==> src/hw/rtl/csdf_pkg.sv <==
package csdf_pkg;

  // Field widths of the scan and result items.
  localparam int unsigned CARD_ID_W = 56;
  localparam int unsigned TIME_W    = 32;
  localparam int unsigned REC_W     = 32;

  // Default geometry of the cache.
  localparam int unsigned CACHE_ENTRIES_DEF = 8;
  localparam int unsigned ID_BYTES_DEF      = 7;

  // Configuration port.
  localparam int unsigned APB_DATA_W     = 32;
  localparam int unsigned APB_ADDR_W     = 3;
  localparam logic        REG_IDX_DEBOUNCE = 1'b0;
  localparam logic [TIME_W-1:0] DEBOUNCE_RESET = 32'd1000;

  // Commands from the controller to the datapath.
  typedef struct packed {
    logic load;      // capture the scan item
    logic scan;      // controller is walking the cache
    logic rd_en;     // read one cache entry
    logic fin_hit;   // finish an item that matched a live entry
    logic fin_miss;  // finish an item that matched nothing
  } csdf_cmd_t;

  // Status from the datapath to the controller.
  typedef struct packed {
    logic cmp_hit;   // the entry read last cycle is live and matches
  } csdf_status_t;

endpackage

==> src/hw/rtl/csdf_ctrl.sv <==
module csdf_ctrl import csdf_pkg::*; #(
  parameter int unsigned CACHE_ENTRIES = CACHE_ENTRIES_DEF,
  localparam int unsigned IDX_W = (CACHE_ENTRIES > 1) ? $clog2(CACHE_ENTRIES) : 1,
  localparam int unsigned CNT_W = $clog2(CACHE_ENTRIES + 1)
) (
  input  logic             clk_i,
  input  logic             rst_ni,
  input  logic             start_i,
  output logic             busy_o,
  output csdf_cmd_t        cmd_o,
  output logic [IDX_W-1:0] rd_addr_o,
  input  csdf_status_t     status_i
);

  localparam logic [1:0] ST_IDLE = 2'd0;
  localparam logic [1:0] ST_SCAN = 2'd1;
  localparam logic [1:0] ST_HIT  = 2'd2;
  localparam logic [1:0] ST_MISS = 2'd3;

  localparam logic [CNT_W-1:0] LAST_CNT = CNT_W'(CACHE_ENTRIES);

  logic [1:0]       state_q, state_d;
  logic [CNT_W-1:0] idx_q, idx_d;

  always_ff @(posedge clk_i or negedge rst_ni) begin
    if (!rst_ni) begin
      state_q <= ST_IDLE;
      idx_q   <= '0;
    end else begin
      state_q <= state_d;
      idx_q   <= idx_d;
    end
  end

  // Reads are issued one entry per cycle; entry k is compared while entry
  // k+1 is read, so a walk with no match ends in the cycle after the last read.
  always_comb begin
    state_d = state_q;
    idx_d   = idx_q;
    cmd_o   = '0;
    case (state_q)
      ST_IDLE: begin
        if (start_i) begin
          cmd_o.load = 1'b1;
          idx_d      = '0;
          state_d    = ST_SCAN;
        end
      end
      ST_SCAN: begin
        cmd_o.scan  = 1'b1;
        cmd_o.rd_en = (idx_q != LAST_CNT);
        if (status_i.cmp_hit) begin
          state_d = ST_HIT;
        end else if (idx_q == LAST_CNT) begin
          state_d = ST_MISS;
        end else begin
          idx_d = idx_q + 1'b1;
        end
      end
      ST_HIT: begin
        cmd_o.fin_hit = 1'b1;
        state_d       = ST_IDLE;
      end
      ST_MISS: begin
        cmd_o.fin_miss = 1'b1;
        state_d        = ST_IDLE;
      end
      default: begin
        state_d = ST_IDLE;
      end
    endcase
  end

  assign busy_o    = (state_q != ST_IDLE);
  assign rd_addr_o = idx_q[IDX_W-1:0];

  a_start_enters_scan: assert property (@(posedge clk_i) disable iff (!rst_ni)
    (state_q == ST_IDLE && start_i) |=> (state_q == ST_SCAN && idx_q == '0))
    else $error("accepted scan did not begin a cache walk");

  a_miss_after_full_walk: assert property (@(posedge clk_i) disable iff (!rst_ni)
    (state_q == ST_MISS) |-> ($past(state_q) == ST_SCAN && $past(idx_q) == LAST_CNT))
    else $error("miss declared before every entry was compared");

endmodule

==> src/hw/rtl/csdf_dp.sv <==
module csdf_dp import csdf_pkg::*; #(
  parameter int unsigned CACHE_ENTRIES = CACHE_ENTRIES_DEF,
  parameter int unsigned ID_BYTES      = ID_BYTES_DEF,
  localparam int unsigned IDX_W = (CACHE_ENTRIES > 1) ? $clog2(CACHE_ENTRIES) : 1,
  localparam int unsigned ID_W  = (ID_BYTES * 8 < CARD_ID_W) ? ID_BYTES * 8 : CARD_ID_W
) (
  input  logic                 clk_i,
  input  logic                 rst_ni,
  input  csdf_cmd_t            cmd_i,
  input  logic [IDX_W-1:0]     rd_addr_i,
  output csdf_status_t         status_o,
  input  logic [CARD_ID_W-1:0] card_id_i,
  input  logic [TIME_W-1:0]    scan_time_ms_i,
  input  logic [TIME_W-1:0]    debounce_i,
  output logic                 done_o,
  output logic                 accepted_o,
  output logic [REC_W-1:0]     record_number_o,
  output logic                 was_cached_o
);

  localparam logic [IDX_W-1:0] LAST_IDX = IDX_W'(CACHE_ENTRIES - 1);

  // Cache storage. Entries never written since reset are marked by valid_q
  // and read as empty.
  logic [ID_W-1:0]   ids_mem   [CACHE_ENTRIES];
  logic [TIME_W-1:0] times_mem [CACHE_ENTRIES];
  logic [CACHE_ENTRIES-1:0] valid_q;

  logic [ID_W-1:0]   id_q;
  logic [TIME_W-1:0] now_q;
  logic [ID_W-1:0]   rd_id_q;
  logic [TIME_W-1:0] rd_time_q;
  logic              rd_vld_q;
  logic [IDX_W-1:0]  rd_addr_q;
  logic              cmp_vld_q;
  logic [IDX_W-1:0]  hit_addr_q;
  logic              debounce_q;
  logic [IDX_W-1:0]  ptr_q;
  logic [REC_W-1:0]  rec_cnt_q;
  logic [REC_W-1:0]  rec_next;
  logic [TIME_W-1:0] age;
  logic              accept;

  assign age      = now_q - rd_time_q;
  assign rec_next = rec_cnt_q + 1'b1;
  assign accept   = cmd_i.fin_miss | (cmd_i.fin_hit & ~debounce_q);

  assign status_o.cmp_hit = cmp_vld_q & rd_vld_q & (rd_time_q != '0) & (rd_id_q == id_q);

  always_ff @(posedge clk_i) begin
    if (cmd_i.load) begin
      id_q  <= card_id_i[ID_W-1:0];
      now_q <= scan_time_ms_i;
    end
    if (cmd_i.rd_en) begin
      rd_id_q   <= ids_mem[rd_addr_i];
      rd_time_q <= times_mem[rd_addr_i];
      rd_vld_q  <= valid_q[rd_addr_i];
      rd_addr_q <= rd_addr_i;
    end
    if (cmd_i.scan && status_o.cmp_hit) begin
      hit_addr_q <= rd_addr_q;
      debounce_q <= (age < debounce_i);
    end
    if (cmd_i.fin_hit && !debounce_q) begin
      times_mem[hit_addr_q] <= now_q;
    end
    if (cmd_i.fin_miss) begin
      ids_mem[ptr_q]   <= id_q;
      times_mem[ptr_q] <= now_q;
    end
    if (cmd_i.fin_hit || cmd_i.fin_miss) begin
      accepted_o      <= accept;
      record_number_o <= accept ? rec_next : '0;
      was_cached_o    <= cmd_i.fin_hit;
    end
  end

  always_ff @(posedge clk_i or negedge rst_ni) begin
    if (!rst_ni) begin
      valid_q   <= '0;
      ptr_q     <= '0;
      rec_cnt_q <= '0;
      cmp_vld_q <= 1'b0;
      done_o    <= 1'b0;
    end else begin
      cmp_vld_q <= cmd_i.rd_en;
      done_o    <= cmd_i.fin_hit | cmd_i.fin_miss;
      if (accept) begin
        rec_cnt_q <= rec_next;
      end
      if (cmd_i.fin_miss) begin
        valid_q[ptr_q] <= 1'b1;
        ptr_q          <= (ptr_q == LAST_IDX) ? '0 : ptr_q + 1'b1;
      end
    end
  end

  a_record_matches_counter: assert property (@(posedge clk_i) disable iff (!rst_ni)
    (done_o && accepted_o) |-> (record_number_o == rec_cnt_q))
    else $error("record number differs from the sequence counter");

  a_debounce_only_on_hit: assert property (@(posedge clk_i) disable iff (!rst_ni)
    (done_o && !accepted_o) |-> (was_cached_o && record_number_o == '0))
    else $error("debounced scan without a cache match");

  a_counter_moves_on_accept: assert property (@(posedge clk_i) disable iff (!rst_ni)
    (cmd_i.fin_miss || cmd_i.fin_hit) |=> (done_o && (accepted_o == (rec_cnt_q != $past(rec_cnt_q)))))
    else $error("sequence counter out of step with accepted results");

endmodule

==> src/hw/rtl/card_scan_duplicate_filter.sv <==
// A scan accepted on start_i is captured, then the cache is walked until a live entry
// matches or all are compared; done_o is registered from the hit or miss state.
// A new scan is taken only in the idle state, not while the walk runs through
// the cache memory one entry per cycle on its single read port; busy_o is high meanwhile.
// Reset clears the cache valid bits, replacement pointer and record counter at once;
// the debounce interval returns to 1000 ms. Results cannot be stalled by the receiver.
module card_scan_duplicate_filter import csdf_pkg::*; #(
  parameter int unsigned CACHE_ENTRIES = CACHE_ENTRIES_DEF,
  parameter int unsigned ID_BYTES      = ID_BYTES_DEF
) (
  input  logic                  clk_i,
  input  logic                  rst_ni,
  input  logic                  start_i,
  output logic                  busy_o,
  input  logic [CARD_ID_W-1:0]  card_id_i,
  input  logic [TIME_W-1:0]     scan_time_ms_i,
  output logic                  done_o,
  output logic                  accepted_o,
  output logic [REC_W-1:0]      record_number_o,
  output logic                  was_cached_o,
  input  logic                  psel,
  input  logic                  penable,
  input  logic                  pwrite,
  input  logic [APB_ADDR_W-1:0] paddr,
  input  logic [APB_DATA_W-1:0] pwdata,
  output logic [APB_DATA_W-1:0] prdata,
  output logic                  pready
);

  localparam int unsigned IDX_W = (CACHE_ENTRIES > 1) ? $clog2(CACHE_ENTRIES) : 1;

  logic [TIME_W-1:0] debounce_q;
  logic              reg_sel;
  csdf_cmd_t         cmd;
  csdf_status_t      status;
  logic [IDX_W-1:0]  rd_addr;

  // Register index is the word address; only the debounce interval exists.
  assign reg_sel = (paddr[2] == REG_IDX_DEBOUNCE);
  assign pready  = 1'b1;
  assign prdata  = reg_sel ? debounce_q : '0;

  always_ff @(posedge clk_i or negedge rst_ni) begin
    if (!rst_ni) begin
      debounce_q <= DEBOUNCE_RESET;
    end else if (psel && penable && pwrite && reg_sel) begin
      debounce_q <= pwdata[TIME_W-1:0];
    end
  end

  csdf_ctrl #(
    .CACHE_ENTRIES(CACHE_ENTRIES)
  ) u_ctrl (
    .clk_i    (clk_i),
    .rst_ni   (rst_ni),
    .start_i  (start_i),
    .busy_o   (busy_o),
    .cmd_o    (cmd),
    .rd_addr_o(rd_addr),
    .status_i (status)
  );

  csdf_dp #(
    .CACHE_ENTRIES(CACHE_ENTRIES),
    .ID_BYTES     (ID_BYTES)
  ) u_dp (
    .clk_i          (clk_i),
    .rst_ni         (rst_ni),
    .cmd_i          (cmd),
    .rd_addr_i      (rd_addr),
    .status_o       (status),
    .card_id_i      (card_id_i),
    .scan_time_ms_i (scan_time_ms_i),
    .debounce_i     (debounce_q),
    .done_o         (done_o),
    .accepted_o     (accepted_o),
    .record_number_o(record_number_o),
    .was_cached_o   (was_cached_o)
  );

endmodule
==> config.mk <==
export PLATFORM = sky130hd
export DESIGN_NAME = card_scan_duplicate_filter
export DESIGN_NICKNAME = d
export VERILOG_FILES = /design/src/hw/rtl/csdf_pkg.sv /design/src/hw/rtl/csdf_ctrl.sv /design/src/hw/rtl/csdf_dp.sv /design/src/hw/rtl/card_scan_duplicate_filter.sv
export SDC_FILE = /design/constraint.sdc
export NUM_CORES = 1
export LEC_CHECK = 0
export BUFFER_PORTS_ARGS = -buffer_cell sky130_fd_sc_hd__buf_2
export CAP_MARGIN = 15
export CORE_ASPECT_RATIO = 1.4
export CORE_UTILIZATION = 35
export DETAILED_ROUTE_END_ITERATION = 10
export SYNTH_ARGS = -nofsm -noshare
export SYNTH_HDL_FRONTEND = slang
export SYNTH_SLANG_ARGS = --single-unit
==> constraint.sdc <==
create_clock -name clk_i -period 21.3 [get_ports clk_i]
set_input_delay 2.13 -clock clk_i [delete_from_list [all_inputs] [get_ports clk_i]]
set_output_delay 2.13 -clock clk_i [all_outputs]
set_load 0.01 [all_outputs]
==> summary.txt, run 1 <==
Placed design
  – # port buffers: 194
  – HPWL after DPL: 51.3 mm
  – Placer Congestion: 0.791

Min path
  – Hold Path End: u_dp.hit_addr_q[0]
  – Hold Startpoint: u_dp.rd_addr_q[0]
  – Hold path cells: 0
  – Worst Hold Class: flip-flop to flip-flop

Timing
  – Final worst path period share: 0.234
  – Unrepaired setup endpoints after global routing: no
  – Slew margin rel.: 0.287
  – Setup TNS: 0 ns
  – Final worst clock skew: 0.0567 ns
  – FMAX: 201 MHz
  – # setup viols final: 0
  – Min Tclk post-route: 4.98 ns
  – Slew Viols, Final: 0
  – Final Hold Vio Count: 0
  – Worst Max-Slew Pin Slew: 1.07 ns

Critical path
  – CP Data Required Time: 19.17 ns
  – Crit Path Category: primary input to primary output
  – Max FO, Critical Path: 33
  – Reg-to-Reg End: u_dp.debounce_q
  – Worst endpoint data arrival time: 2.85 ns
  – FF-to-FF Start: u_dp.now_q[0]
  – Flop2flop setup slack: 16.35 ns
  – Reg2reg path depth: 19
  – Startpoint Class: primary input
  – CP Capture Type: primary output

Drt
  – Vias per Instance: 5.03
  – Routed WL per cell: 21.3 µm
  – Vias: 20.8k
  – Residual DRC: 0
  – Drt first-iter violations: 1327
  – Drt total wl: 88.1 mm
  – Routed Antenna Nets: 0
  – Initial DRT Pass Iterations: 5

GRT
  – First-pass GRT wire length: 132 mm
  – Overflow after GRT: 0
  – Tot GR Track Use: 0.151
  – Initial antenna violation count: 6
  – Vias in the first global route: 22.0k
  – Largest net degree at the start of global routing: 115

Flow run
  – Max-cap violations: 0

Floorplan
  – Die Area: 117000 µm²
  – Core area: 115000 µm²
  – Die Wd: 289 µm
  – Cell Rows: 147
  – Die height: 404 µm
  – # IOs: 198
  – Starting Density: 0.353

Synth
  – Cell count after synthesis: 2326
  – Asr flop ratio synth: 0.0826
  – Post-synth top area share: 0.685
  – Seq/Total Area, Yosys: 0.736
  – Number of synthesized flops with an enable pin: 922
  – Syn Nets: 2523
  – Ys Warns: 0
  – Register bit total from synthesis: 1005
  – Synthesized area per cell: 17.4 µm²
  – Area contributors post-synth: edfxtp_1, mux4_2, dfrtp_1
  – Mapped cell area: 40400 µm²
  – Dominant cell type by area after synthesis: edfxtp_1
  – Synth Flop Type: edfxtp_1
  – Unique masters post-synth: 66

Clock network
  – Max Root-Sink Buffers: 3
  – Post-CTS resize count: 0
  – Clock root cell: clkbuf_16
  – Clk_lat worst skew: 0.72 ns
  – Hold Buf Count CTS: 0
  – Clock transition at path regs: 0.06 ns
  – CTS tree: built
  – Htree depth: 3
  – Clock sinks: 1005
  – TritonCTS Buffers: 95
  – Postcts setup bufs: 0

Final layout
  – Nets: 2766
  – Share of layout cells above drive strength 1: 0.239
  – Fillers: 10.2k
  – N_diodes: 0
  – Area Overhead vs Synth: 15.4%

Power
  – Total Power: 0.00603 W
  – Static Leak: 16.3 nW
  – Peak supply drop: 0.000112 V
  – PwrDens: 129 nW/µm²

Outcome
  – Status: finished clean
-- Yosys cell counts, types with 11 or more instances --
| library cell | count |
|---|---|
| clkbuf_1 | 47 |
| nand3_1 | 30 |
| nor4_1 | 17 |
| mux4_2 | 178 |
| buf_1 | 27 |
| dfrtp_1 | 77 |
| inv_1 | 91 |
| a21oi_1 | 40 |
| edfxtp_1 | 922 |
| xor2_1 | 53 |
| nand2_1 | 321 |
| ha_1 | 67 |
| xnor2_1 | 79 |
| mux2_2 | 33 |
| nor2_1 | 109 |
| nand4_1 | 24 |
| a21o_1 | 25 |
| o21ai_0 | 26 |
| and2_1 | 11 |
-- kinds of logic (layout without fill, tap and decap cells) --
family,count (synthesis),in the layout,synth area share
other,1,1,0.0000927
AOI/OAI and AO/OA,153,153,0.0246
adders and majority gates,68,68,0.0212
and+or+nand+nor,581,581,0.0641
buffers and inverters,175,500,0.0168
xor gates and xnor gates,132,132,0.0286
DFF,1005,1005,0.736
muxes,211,211,0.108
-- metal layers --
metal	track usage	up-vias	part of all wire
li1	-	9366	-
met1	0.183	10700	0.40
met2	0.272	591	0.53
met3	0.0206	149	0.046
met4	0.0536	0	0.028
met5	0	-	0
-- layout make-up --
cell class / instances / area [µm²] / area share
timing repair buffer: 230 / 1270 / 0.0272
inverter: 91 / 345 / 0.00740
clock inverter: 69 / 871 / 0.0187
tap: 1490 / 1860 / 0.0399
sequential: 1005 / 29800 / 0.638
clock buffer: 110 / 2450 / 0.0526
multi-input combinational: 1146 / 10100 / 0.216
-- cell usage in the layout (no fill, tap or decap), drive strengths merged, types with 44 or more instances in the layout --
cell type and n:
edfxtp 922, nand2 321, buf 230, mux4 178, nor2 110, clkbuf 110
inv 93, xnor2 79, dfrtp 77, ha 67, xor2 53, clkinv 44
-- worst max-delay path by stage --
stage               startpoint  depth (start not counted)         endpoint
4_1_cts               paddr[2]                          3       prdata[15]
3_3_place_gp          paddr[2]                          3       prdata[19]
2_1_floorplan  u_ctrl.idx_q[1]                          6   u_dp.cmp_vld_q
3_5_place_dp          paddr[2]                          3       prdata[15]
6_report              paddr[2]                          3       prdata[28]
5_1_grt          u_dp.now_q[0]                         19  u_dp.debounce_q
-- power breakdown --
group | total (W) | switching (W) | internal, W
registers | 0.00267 | 0.000205 | 0.00247
logic | 0.00159 | 0.000876 | 0.000715
clock network | 0.00177 | 0.000759 | 0.00101
-- registers in the layout, indices dropped and copies added, names as in the netlist --
signal / cells
u_dp.rd_addr_q: 3
u_dp.valid_q: 8
u_dp.hit_addr_q: 3
u_dp.record_number_o: 32
u_dp.rd_vld_q: 1
u_dp.rec_cnt_q: 32
u_dp.now_q: 32
u_dp.cmp_vld_q: 1
u_dp.rd_time_q: 32
u_dp.times_mem: 256
u_dp.accepted_o: 1
u_dp.ptr_q: 3
u_dp.debounce_q: 1
u_dp.ids_mem: 448
u_ctrl.idx_q: 4
u_ctrl.state_q: 2
u_dp.id_q: 56
u_dp.was_cached_o: 1
u_dp.done_o: 1
debounce_q: 32
u_dp.rd_id_q: 56
-- stage by stage --
| step | util | instances | cell area, µm² | setup slack [ns] | hold slack, ns |
|---|---|---|---|---|---|
| after floorplan | - | 2326 | 40400 | 14.52 | 0.400 |
| after global placement | 0.378 | 3962 | 43300 | 16.32 | 0.401 |
| after detailed placement | 0.378 | 3962 | 43300 | 16.29 | 0.422 |
| after CTS | 0.407 | 4141 | 46700 | 16.30 | 0.437 |
| after global routing | 0.407 | 4141 | 46700 | 16.11 | 0.442 |
| final | 0.407 | 4141 | 46700 | 16.32 | 0.438 |
-- critical path: stages --
cell and delay (ns):
buf_2 0.44, nor2_1 0.11, buf_2 0.16
Power figures use the tool's default switching activity.
==> inputs of run 2 (changes only) <==
==> constraint.sdc (replaced) <==
create_clock -name clk_i -period 5 [get_ports clk_i]
set_input_delay 0.5 -clock clk_i [delete_from_list [all_inputs] [get_ports clk_i]]
set_output_delay 0.5 -clock clk_i [all_outputs]
set_load 0.01 [all_outputs]
==> summary.txt, run 2 (synthesis gave the netlist of run 1 again) <==
Critical path
  – FF-to-FF Start: u_dp.now_q[0]
  – Flop2flop setup slack: 0.53 ns (-15.82 ns)
  – Slowest-stage cell, CP: edfxtp_1
  – Reg-to-Reg End: u_dp.debounce_q
  – Buf/Inv on CP: 2 (unchanged)
  – CP delay by family, top: compound AO/OA/AOI/OAI gates
  – CP peak stage delay: 0.53 ns (+0.09 ns)
  – Max FO, Critical Path: 9 (-73%)
  – Reg2reg path depth: 19 (unchanged)
  – Crit-path most repeated cell: a21o_1
  – Crit-path cells: inv_1 > ha_1 > inv_1 > fa_1 > a211oi_1 > o21bai_1 > a21oi_1 > o21bai_1 > a21oi_1 > xnor2_1 > ha_1 > a21o_1 > a21o_1 > a21o_1 > a21o_1 > a211o_1 > a221oi_1 > o31ai_1 > a221oi_1
  – Startpoint Class: flip-flop
  – Crit Path Category: flip-flop to flip-flop
  – Worst endpoint data arrival time: 5.00 ns (+2.15 ns)
  – CP Data Required Time: 5.53 ns (-13.64 ns)
  – CP Capture Type: flip-flop

Floorplan
  – Starting Density: 0.353 (unchanged)
  – Die Area: 117000 µm² (unchanged)
  – Die Wd: 289 µm (unchanged)
  – Die height: 404 µm (unchanged)
  – Cell Rows: 147 (unchanged)
  – Core area: 115000 µm² (unchanged)
  – # IOs: 198 (unchanged)

Flow run
  – Max-cap violations: 0 (unchanged)

Power
  – Peak supply drop: 0.000315 V (+180%)
  – Static Leak: 16.9 nW (+3.1%)
  – PwrDens: 542 nW/µm² (+320%)

Clock network
  – Htree depth: 3 (unchanged)
  – Clock transition at path regs: 0.07 ns (about the same)
  – TritonCTS Buffers: 96 (+1.1%)
  – CTS tree: built
  – Clock sinks: 1005 (unchanged)
  – Post-CTS resize count: 0 (unchanged)
  – Clk_lat worst skew: 0.74 ns (+0.02 ns)
  – Clock root cell: clkbuf_16
  – Max Root-Sink Buffers: 3 (unchanged)

Final layout
  – Final core area utilization: 0.419 (+0.0112)
  – Most common cell after layout, fill and taps aside: edfxtp_1
  – Area Overhead vs Synth: 18.6%
  – Post-route design area: 48000 µm² (+2.7%)
  – Largest register FFs: 448 (unchanged)
  – Share of layout cells above drive strength 1: 0.233 (-0.00651)
  – Commonest cells after routing, fill and taps aside: edfxtp_1, nand2_1, buf_2
  – Reg with most FFs: u_dp.ids_mem
  – Top Registers: u_dp.ids_mem (448), u_dp.times_mem (256)
  – Nets: 2867 (+3.7%)

Drt
  – Vias per Instance: 5.00 (-0.67%)
  – Routed WL per cell: 21.2 µm (-0.23%)
  – Routed Antenna Nets: 0 (unchanged)
  – Drt first-iter violations: 1403 (+5.7%)
  – Vias: 21.2k (+1.8%)
  – Initial DRT Pass Iterations: 5 (unchanged)
  – Drt total wl: 90.0 mm (+2.2%)
  – Residual DRC: 0 (unchanged)

GRT
  – M1 GR Usage: 0.191 (+0.00771)
  – Vias in the first global route: 22.4k (+1.6%)
  – Initial antenna violation count: 1 (-5)
  – Met2 Use GR: 0.275 (+0.00306)
  – Tot GR Track Use: 0.154 (+0.00323)
  – Largest net degree at the start of global routing: 119 (+3.5%)
  – Overflow after GRT: 0 (unchanged)
  – Global route hottest layer: met2
  – First-pass GRT wire length: 135 mm (+1.9%)
  – Met3 usage: 0.0199 (-0.000676)

Timing
  – # setup viols final: 0 (unchanged)
  – Final worst path period share: 0.895
  – Unrepaired setup endpoints after global routing: no
  – Worst Max-Slew Pin Slew: 1.00 ns (-0.0674 ns)
  – FMAX: 224 MHz
  – Slew margin rel.: 0.326 (+0.0388)
  – Min Tclk post-route: 4.47 ns
  – Slew Viols, Final: 0 (unchanged)
  – Final worst clock skew: 0.0793 ns (+0.0226 ns)
  – Final Hold Vio Count: 0 (unchanged)

Placed design
  – Placer Congestion: 0.807 (+2.1%)
  – HPWL after DPL: 52.2 mm (+1.7%)
  – # port buffers: 194 (unchanged)
  – Placed Area: 43500 µm² (+0.37%)

Min path
  – Hold path cells: 1 (+1)
  – Worst Hold Class: primary input to flip-flop
  – Hold Startpoint: card_id_i[39]
  – Hold Path End: u_dp.id_q[39]

Outcome
  – Status: finished clean
run 2: changes by cell type in the layout (fill, tap and decap cells not counted), moves of 7 or more:
cell,change
dlygate4sd3_1,+101
clkinv_1,-9
nor2_4,+7
buf_4,-11
buf_12,+10
nor2_2,-7
run 2: layer usage:
metal | up-vias | share of wire
li1 | 9576 | -
met1 | 11000 | 0.41
met2 | 535 | 0.52
met3 | 113 | 0.039
met4 | 0 | 0.024
met5 | - | 0
run 2: per-stage QoR:
step | std cells | setup slack (ns) | hold WS (ns) | setup TNS (ns) | total power [W]
5_1_grt | 4241 | 0.186 | 0.0114 | 0 | 0.0273
3_3_place_gp | 3961 | 0.510 | 0.407 | 0 | 0.0183
2_1_floorplan | 2326 | -0.197 | 0.204 | -31.70 | 0.0163
3_5_place_dp | 3961 | 0.524 | 0.406 | 0 | 0.0184
6_report | 4243 | 0.527 | 0.0355 | 0 | 0.0260
4_1_cts | 4241 | 0.472 | 0.00152 | 0 | 0.0263
run 2: timing repair:
item | CTS | global route
buffers inserted | 0 | 0
hold buffers | 101 | 0
hold endpoints to repair | 146 | 0
run 2: worst reg2reg max path, delay by kind of cell, from the launching register on:
family	cells	cell delay, ns
AO/OA/AOI/OAI	13	2.74
adder cells (fa/ha/maj)	3	0.78
XOR/XNOR	1	0.10
buffers and inverters	2	0.17
flip-flops	1	0.53
run 2: how the worst max path moves through the flow:
stage                       to  slack [ns]              start  depth (start not counted)
2_1_floorplan  u_dp.valid_q[4]       -0.20  u_ctrl.state_q[1]                          4
3_3_place_gp   u_dp.debounce_q        0.51      u_dp.now_q[0]                         19
3_5_place_dp   u_dp.debounce_q        0.52      u_dp.now_q[0]                         19
4_1_cts        u_dp.debounce_q        0.47      u_dp.now_q[0]                         19
5_1_grt        u_dp.debounce_q        0.19      u_dp.now_q[0]                         19
6_report       u_dp.debounce_q        0.53      u_dp.now_q[0]                         19
run 2: final cells by class:
cell class                      count  area [µm²]
Clock inverter                     62         880
Fill cell                       10200       66600
Inverter                           91         345
Clock buffer                      117        2550
Multi-Input combinational cell   1146       10100
Timing Repair Buffer              330        2400
Tap cell                         1490        1860
Sequential cell                  1005       29800
Antenna cell                        2        5.00
run 2: power breakdown:
group | internal (W) | switching [W]
logic | 0.00310 | 0.00384
registers | 0.0105 | 0.000775
clock network | 0.00447 | 0.00328
total | 0.0181 | 0.00789
